### src/gnc_pkg.sv
// gnc_pkg: shared constants and types for the global norm gradient clipper
// used by gnc_sqrt, gnc_div and global_norm_gradient_clip
// no dependencies
package gnc_pkg;

  // fixed point format of gradient elements and of the scale factor
  localparam int FRAC_BITS  = 16;
  localparam int GRAD_W     = 32;
  localparam int NORM_W     = 32;
  localparam int MAXN_W     = 31;
  localparam int SUM_W      = 64;
  localparam int SCALE_W    = FRAC_BITS + 1;
  localparam logic [SCALE_W-1:0] SCALE_ONE = SCALE_W'(1) << FRAC_BITS;

  // square root: one result bit per step
  localparam int SQRT_STEPS = SUM_W / 2;
  localparam int SQRT_CNT_W = $clog2(SQRT_STEPS);

  // scale divide: one quotient bit per step
  localparam int DIV_CNT_W  = $clog2(FRAC_BITS);

  // status of an iterative unit
  typedef struct packed {
    logic busy;
    logic done;
  } unit_status_t;

endpackage

### src/gnc_sqrt.sv
// gnc_sqrt: iterative floor square root of the 64-bit sum of squares
// one root bit per cycle; depends on gnc_pkg
module gnc_sqrt
  import gnc_pkg::*;
(
  input  logic               clk,
  input  logic               rst,
  input  logic               start,
  input  logic [SUM_W-1:0]   radicand,
  output logic [NORM_W-1:0]  root,
  output unit_status_t       status
);

  logic [SUM_W-1:0]      rad;
  logic [NORM_W+1:0]     rem;
  logic [SQRT_CNT_W-1:0] cnt;
  logic                  busy;
  logic                  done;

  logic [NORM_W+3:0]     rem_sh;
  logic [NORM_W+3:0]     trial;
  logic                  fits;

  // one digit step: bring down two radicand bits and try root*4+1
  assign rem_sh = {rem, rad[SUM_W-1:SUM_W-2]};
  assign trial  = {2'b00, root, 2'b01};
  assign fits   = rem_sh >= trial;

  // control
  always_ff @(posedge clk) begin
    if (rst) begin
      busy <= 1'b0;
      done <= 1'b0;
      cnt  <= '0;
    end else begin
      done <= 1'b0;
      if (start) begin
        busy <= 1'b1;
        cnt  <= '0;
      end else if (busy) begin
        cnt <= cnt + 1'b1;
        if (cnt == SQRT_CNT_W'(SQRT_STEPS - 1)) begin
          busy <= 1'b0;
          done <= 1'b1;
        end
      end
    end
  end

  // datapath
  always_ff @(posedge clk) begin
    if (start) begin
      rad  <= radicand;
      rem  <= '0;
      root <= '0;
    end else if (busy) begin
      rad <= {rad[SUM_W-3:0], 2'b00};
      if (fits) begin
        rem  <= NORM_W'(0) + (rem_sh[NORM_W+1:0] - trial[NORM_W+1:0]);
        root <= {root[NORM_W-2:0], 1'b1};
      end else begin
        rem  <= rem_sh[NORM_W+1:0];
        root <= {root[NORM_W-2:0], 1'b0};
      end
    end
  end

  assign status.busy = busy;
  assign status.done = done;

endmodule

### src/gnc_div.sv
// gnc_div: iterative divide giving floor((threshold << FRAC_BITS) / norm)
// for a threshold below norm; one quotient bit per cycle; depends on gnc_pkg
module gnc_div
  import gnc_pkg::*;
(
  input  logic                 clk,
  input  logic                 rst,
  input  logic                 start,
  input  logic [MAXN_W-1:0]    dividend,
  input  logic [NORM_W-1:0]    divisor,
  output logic [FRAC_BITS-1:0] quotient,
  output unit_status_t         status
);

  logic [NORM_W-1:0]    dvsr;
  logic [NORM_W:0]      rem;
  logic [DIV_CNT_W-1:0] cnt;
  logic                 busy;
  logic                 done;

  logic [NORM_W:0]      rem_sh;
  logic                 fits;

  // restoring step: remainder stays below the divisor
  assign rem_sh = {rem[NORM_W-1:0], 1'b0};
  assign fits   = rem_sh >= {1'b0, dvsr};

  // control
  always_ff @(posedge clk) begin
    if (rst) begin
      busy <= 1'b0;
      done <= 1'b0;
      cnt  <= '0;
    end else begin
      done <= 1'b0;
      if (start) begin
        busy <= 1'b1;
        cnt  <= '0;
      end else if (busy) begin
        cnt <= cnt + 1'b1;
        if (cnt == DIV_CNT_W'(FRAC_BITS - 1)) begin
          busy <= 1'b0;
          done <= 1'b1;
        end
      end
    end
  end

  // datapath
  always_ff @(posedge clk) begin
    if (start) begin
      dvsr     <= divisor;
      rem      <= {{(NORM_W + 1 - MAXN_W){1'b0}}, dividend};
      quotient <= '0;
    end else if (busy) begin
      if (fits) begin
        rem      <= rem_sh - {1'b0, dvsr};
        quotient <= {quotient[FRAC_BITS-2:0], 1'b1};
      end else begin
        rem      <= rem_sh;
        quotient <= {quotient[FRAC_BITS-2:0], 1'b0};
      end
    end
  end

  assign status.busy = busy;
  assign status.done = done;

endmodule

### src/global_norm_gradient_clip.sv
// global_norm_gradient_clip: top level of the global norm gradient clipper
// depends on gnc_pkg, gnc_sqrt and gnc_div
//
// Usage
//   Input items are taken with start while busy is low: mode, grad_value, is_last.
//   mode 0 adds the element's square to a saturating 64-bit sum; on is_last the
//   norm (floor square root) is found, the scale factor and clip flag are set
//   and a norm report item (kind 0) is produced. mode 1 multiplies the element
//   by the current scale factor and produces a scaled item (kind 1).
//   Results appear for one cycle with done high; the receiver cannot stall.
//   the clipping threshold is written through cfg_valid/cfg_ready/cfg_data;
//   cfg_ready is high while the block is idle.
// Sequence
//   scale items and non-last measure items pass through the shared multiplier
//   and the accumulate step; a new item is taken only once busy has fallen,
//   and the result strobe of a scale item comes as busy falls.
//   a last measure item then runs the bitwise square root and, when clipping
//   applies, the bitwise divide before its norm report item is produced.
// Reset
//   rst clears the sum, sets the scale to one, clip flag and threshold to zero.
module global_norm_gradient_clip
  import gnc_pkg::*;
(
  input  logic                     clk,
  input  logic                     rst,
  input  logic                     start,
  output logic                     busy,
  input  logic                     mode,
  input  logic signed [GRAD_W-1:0] grad_value,
  input  logic                     is_last,
  output logic                     done,
  output logic                     kind,
  output logic signed [GRAD_W-1:0] scaled_value,
  output logic [NORM_W-1:0]        norm_value,
  output logic                     clipped,
  input  logic                     cfg_valid,
  output logic                     cfg_ready,
  input  logic [MAXN_W-1:0]        cfg_data
);

  localparam logic [2:0] ST_IDLE     = 3'd0;
  localparam logic [2:0] ST_MUL      = 3'd1;
  localparam logic [2:0] ST_ACC      = 3'd2;
  localparam logic [2:0] ST_SQ_GO    = 3'd3;
  localparam logic [2:0] ST_SQ_WAIT  = 3'd4;
  localparam logic [2:0] ST_DECIDE   = 3'd5;
  localparam logic [2:0] ST_DIV_WAIT = 3'd6;

  logic [2:0]                state;
  logic [MAXN_W-1:0]         clip_threshold;
  logic [SUM_W-1:0]          square_sum;
  logic [SCALE_W-1:0]        scale_val;
  logic                      clip_active;

  logic                      item_mode;
  logic signed [GRAD_W-1:0]  item_grad;
  logic                      item_last;
  logic signed [2*GRAD_W+1:0] prod;
  logic [NORM_W-1:0]         norm;

  logic [GRAD_W-1:0]         mag;
  logic signed [GRAD_W:0]    mul_a;
  logic signed [GRAD_W:0]    mul_b;
  logic [SUM_W:0]            sum_ext;
  logic signed [2*GRAD_W+1:0] prod_sh;
  logic                      accept;
  logic                      need_clip;

  logic                      sqrt_start;
  logic [NORM_W-1:0]         sqrt_root;
  unit_status_t              sqrt_sts;
  logic                      div_start;
  logic [FRAC_BITS-1:0]      div_quo;
  unit_status_t              div_sts;

  assign busy      = state != ST_IDLE;
  assign accept    = start && !busy;
  assign cfg_ready = !busy;

  // shared multiplier operands: square in measure mode, scale in scale mode
  assign mag   = item_grad[GRAD_W-1] ? GRAD_W'(-item_grad) : GRAD_W'(item_grad);
  assign mul_a = item_mode ? {item_grad[GRAD_W-1], item_grad} : $signed({1'b0, mag});
  assign mul_b = item_mode ? $signed({{(GRAD_W + 1 - SCALE_W){1'b0}}, scale_val})
                           : $signed({1'b0, mag});

  // saturating accumulate and floored scale
  assign sum_ext   = {1'b0, square_sum} + {1'b0, prod[SUM_W-1:0]};
  assign prod_sh   = prod >>> FRAC_BITS;
  assign need_clip = (clip_threshold != '0) && (norm > {1'b0, clip_threshold});

  assign sqrt_start = state == ST_SQ_GO;
  assign div_start  = (state == ST_DECIDE) && need_clip;

  gnc_sqrt u_sqrt (
    .clk      (clk),
    .rst      (rst),
    .start    (sqrt_start),
    .radicand (square_sum),
    .root     (sqrt_root),
    .status   (sqrt_sts)
  );

  gnc_div u_div (
    .clk      (clk),
    .rst      (rst),
    .start    (div_start),
    .dividend (clip_threshold),
    .divisor  (norm),
    .quotient (div_quo),
    .status   (div_sts)
  );

  // configuration register
  always_ff @(posedge clk) begin
    if (rst) begin
      clip_threshold <= '0;
    end else if (cfg_valid && cfg_ready) begin
      clip_threshold <= cfg_data;
    end
  end

  // item capture, multiplier register and norm register
  always_ff @(posedge clk) begin
    if (accept) begin
      item_mode <= mode;
      item_grad <= grad_value;
      item_last <= is_last;
    end
    if (state == ST_MUL) begin
      prod <= mul_a * mul_b;
    end
    if (state == ST_SQ_WAIT && sqrt_sts.done) begin
      norm <= sqrt_root;
    end
  end

  // sequencer and clipping state
  always_ff @(posedge clk) begin
    if (rst) begin
      state       <= ST_IDLE;
      square_sum  <= '0;
      scale_val   <= SCALE_ONE;
      clip_active <= 1'b0;
      done        <= 1'b0;
    end else begin
      done <= 1'b0;
      case (state)
        ST_IDLE: begin
          if (accept) state <= ST_MUL;
        end
        ST_MUL: begin
          state <= ST_ACC;
        end
        ST_ACC: begin
          if (item_mode) begin
            done  <= 1'b1;
            state <= ST_IDLE;
          end else begin
            square_sum <= sum_ext[SUM_W] ? '1 : sum_ext[SUM_W-1:0];
            state      <= item_last ? ST_SQ_GO : ST_IDLE;
          end
        end
        ST_SQ_GO: begin
          square_sum <= '0;
          state      <= ST_SQ_WAIT;
        end
        ST_SQ_WAIT: begin
          if (sqrt_sts.done) state <= ST_DECIDE;
        end
        ST_DECIDE: begin
          if (need_clip) begin
            state <= ST_DIV_WAIT;
          end else begin
            scale_val   <= SCALE_ONE;
            clip_active <= 1'b0;
            done        <= 1'b1;
            state       <= ST_IDLE;
          end
        end
        ST_DIV_WAIT: begin
          if (div_sts.done) begin
            scale_val   <= {1'b0, div_quo};
            clip_active <= 1'b1;
            done        <= 1'b1;
            state       <= ST_IDLE;
          end
        end
        default: begin
          state <= ST_IDLE;
        end
      endcase
    end
  end

  // result registers
  always_ff @(posedge clk) begin
    if (state == ST_ACC && item_mode) begin
      kind         <= 1'b1;
      scaled_value <= prod_sh[GRAD_W-1:0];
      norm_value   <= '0;
      clipped      <= clip_active;
    end else if (state == ST_DECIDE && !need_clip) begin
      kind         <= 1'b0;
      scaled_value <= '0;
      norm_value   <= norm;
      clipped      <= 1'b0;
    end else if (state == ST_DIV_WAIT && div_sts.done) begin
      kind         <= 1'b0;
      scaled_value <= '0;
      norm_value   <= norm;
      clipped      <= 1'b1;
    end
  end

  // checks
  a_done_after_busy: assert property (@(posedge clk) disable iff (rst)
    done |-> $past(busy))
    else $error("result without an item in progress");

  a_accept_busy: assert property (@(posedge clk) disable iff (rst)
    accept |=> busy)
    else $error("accepted item did not start work");

  a_units_exclusive: assert property (@(posedge clk) disable iff (rst)
    !(sqrt_sts.busy && div_sts.busy))
    else $error("square root and divide running together");

  a_scale_le_one: assert property (@(posedge clk) disable iff (rst)
    scale_val <= SCALE_ONE)
    else $error("scale factor above one");

endmodule

### config.mk
export PLATFORM = sky130hd
export DESIGN_NAME = global_norm_gradient_clip
export DESIGN_NICKNAME = d
export VERILOG_FILES = /design/src/gnc_pkg.sv /design/src/gnc_sqrt.sv /design/src/gnc_div.sv /design/src/global_norm_gradient_clip.sv
export SDC_FILE = /design/constraint.sdc
export NUM_CORES = 2
export LEC_CHECK = 0
export ABC_AREA = 1
export CORE_AREA = 2 2 343 345
export DETAILED_ROUTE_END_ITERATION = 6
export DIE_AREA = 0 0 345 347
export DONT_BUFFER_PORTS = 1
export PLACE_DENSITY = 0.77
export SLEW_MARGIN = 15
export SYNTH_ARGS = -nofsm -noshare
export SYNTH_HDL_FRONTEND = slang
export SYNTH_SLANG_ARGS = --single-unit
### constraint.sdc
create_clock -name clk -period 11.3 [get_ports clk]
set_clock_uncertainty 0.05 [all_clocks]
set_input_delay 0 -clock clk [delete_from_list [all_inputs] [get_ports clk]]
set_output_delay 0 -clock clk [all_outputs]
set_load 0.005 [all_outputs]
==> results.yml <==
final_layout:
  drive_gt1_share_pct: 3.754
  synthToLayoutAreaGrowth_pct: 7.387
  fillers: 10030
  nNetsFinal: 10440
hold_path:
  hold_class: "input port to flop"
synth:
  synth_warnings: 0
  ys_top_cells_by_count: "inv_1, nand2_1, fa_1"
  ys_seq_elements: 536
  synthTopCellsByArea: "fa_1, edfxtp_1, inv_1"
  synth_top_flop_cell: "edfxtp_1"
  synth_area_per_cell_um2: 7.810
  synth_area_um2: 69330
  synth_top_area_share_pct: 31.62
  synth_cell_types: 53
  yosysTopAreaCell: "fa_1"
  ys_async_sr_fraction_pct: 0
  synth_cells: 8877
  yosysMostFrequentCell: "inv_1"
  yosysSeqAreaShare_pct: 19.66
  synth_edf_count: 290
setup_path:
  cp-end-kind: "flop"
  critPathLaunchType: "flop"
  crit_fanout: 18
  required_ns: 11.67
  slowest_delay_ns: 0.83
  worstSetupPathType: "flop to flop"
  arrival_ns: 11.07
  cpMaxStageDelayCell: "fa_1"
  crit_top_cell: "fa_1"
timing:
  worst_pin_slew_ns: 1.232
  rsz0062_at_grt: "false"
  finalMaxSlewViolations: 0
  final_hold_viol_count: 0
  fin_crit_sh_pct: 94.74
  fin_crit_ns: 10.71
  max-slew-margin-rel_pct: 17.88
  setup_violations: 0
  finalSetupTns_ns: 0
  fmax_mhz: 93.41
floorplan:
  die_h_um: 347
  ioPinCount: 138
  core-area_um2: 115700
  die_w_um: 345
  initial_core_util_pct: 59.90
  die_area_um2: 119700
  rows: 125
routing:
  drc: 0
  vias: 59190
  totalWireLength_mm: 228.4
  wl_per_cell_um: 21.74
  postRouteAntennaNets: 0
  drt_iter0_drc: 5928
  dr.pass1.iters: 7
  via_per_inst: 5.635
clocking:
  cts.sinks: 536
  cts-buffers-inserted: 59
  cts_root_buf: "clkbuf_16"
  clk_pin_slew_ns: 0.08
  clock_latency_ns: 0.73
  cts_tree: "done"
  cts.path.max_buffers: 3
  cts_htree_levels: 2
global_route:
  antenna_found_initial: 3
  globalRouteOverflowTotal: 0
  grt_usage_pct: 38.75
  grt_pass1_wl_mm: 353.8
  grt_max_degree: 87
  grt_pass1_vias: 61320
placed_design:
  dpl.hpwl_mm: 181.9
  io_buffers: 0
  gp_congestion: 1.007
status:
  status: "finished clean"
flow_run:
  cap_violations: 0
## final timing paths
| kind | slack (ns) | endpoint | depth (start not counted) | startpoint |
|---|---|---|---|---|
| worst max register to register | 0.59 | prod[58]$_DFFE_PP_ | 29 | item_grad[0]$_DFFE_PP_ |
| worst max-delay path | 0.59 | prod[58]$_DFFE_PP_ | 29 | item_grad[0]$_DFFE_PP_ |
| worst min-delay path | 0.03 | clip_threshold[3]$_SDFFE_PP0P_ | 3 | cfg_data[3] |
| worst min register to register | 0.40 | u_sqrt.rad[7]$_DFFE_PP_ | 2 | u_sqrt.rad[5]$_DFFE_PP_ |
## layout make-up
cell class,count,area (µm²),share of cell area [%]
clock inverter,37,461.7,0.6201
inverter,2039,7665,10.30
multi-input combinational,6066,47120,63.29
antenna,2,5.005,0.006722
sequential,536,13630,18.31
clock buffer,75,1620,2.176
tap,1524,1907,2.561
timing repair buffer,224,2039,2.739
## flip-flops by register name, indices dropped and copies added (netlist names), 5 cells and up
| name | flops |
|---|---|
| scale_val | 17 |
| norm_value | 32 |
| item_grad | 32 |
| prod | 64 |
| u_sqrt.root | 32 |
| u_sqrt.rem | 34 |
| u_sqrt.cnt | 5 |
| u_div.quotient | 16 |
| square_sum | 64 |
| norm | 32 |
| u_sqrt.rad | 64 |
| u_div.rem | 32 |
| u_div.dvsr | 32 |
| scaled_value | 32 |
| clip_threshold | 31 |
## cell families after synthesis
logic type / synth area share (%)
AO/OA/AOI/OAI: 6.160
XOR/XNOR: 1.819
adder cells (fa/ha/maj): 37.92
buffers and inverters: 12.82
flip-flops: 19.66
other: 0.01083
AND/OR/NAND/NOR: 21.60
## routing by layer
layer	global-route usage [%]	vias up	part of all wire [%]	wire length, µm
met2	61.38	3069	44	101500
met4	23.98	2	7.6	17350
met1	48.71	28480	38	87690
met3	8.449	909	9.6	21840
li1	-	26730	-	-
met5	0	-	0.0039	9
## stage by stage
| step | worst slack (ns) | hold slack (ns) | cells | utilization (%) | area [µm²] |
|---|---|---|---|---|---|
| final | 0.5942 | 0.02851 | 10500 | 64.33 | 74450 |
| after CTS | 0.4931 | 0.003166 | 10500 | 64.28 | 74400 |
| after detailed placement | 0.5748 | 0.03504 | 10260 | 61.36 | 71020 |
| after floorplan | 2.681 | 0.04887 | 8923 | - | 69500 |
| after global placement | 0.7841 | 0.03399 | 10260 | 61.36 | 71020 |
| after global routing | 0.2868 | 0.01488 | 10500 | 64.32 | 74440 |
## cells in the final DEF, fill, tap and decap left out, drive strengths merged
master / count
edfxtp: 290
inv: 2035
dlygate4sd3: 127
a21oi: 404
or2: 23
nor2: 1057
ha: 349
o22ai: 2
o211ai: 25
a22oi: 31
nand4: 77
buf: 97
clkbuf: 75
o21ai: 240
dfxtp: 246
nor2b: 1
diode: 2
xnor2: 41
and3: 6
o21a: 9
fa: 1095
o21bai: 19
nand3: 336
nor3: 73
clkinvlp: 3
conb: 48
nor4: 14
a21boi: 11
a31oi: 12
nor3b: 2
a21o: 25
nand3b: 52
nand2: 2007
clkinv: 32
bufinv: 6
xor2: 103
and2: 4
## worst max-delay path: cells and delay by family (launching register included)
kind | cells | cell delay [ns]
DFF | 1 | 0.62
adders and majority gates | 10 | 5.18
xor gates and xnor gates | 1 | 0.09
AOI/OAI and AO/OA | 3 | 1.22
buffers and inverters | 7 | 1.37
and+or+nand+nor | 8 | 1.83
## repair_timing
item | CTS | global route
buffers inserted | 0 | 2
endpoints found under the setup margin | 0 | 1
gates resized for setup | 0 | 1
endpoints found under the hold margin | 198 | 0
hold buffers | 128 | 0
Power is left out: the tool's default activity adds up to more than one toggle a clock period on the data nets, which glitch-free logic cannot reach.
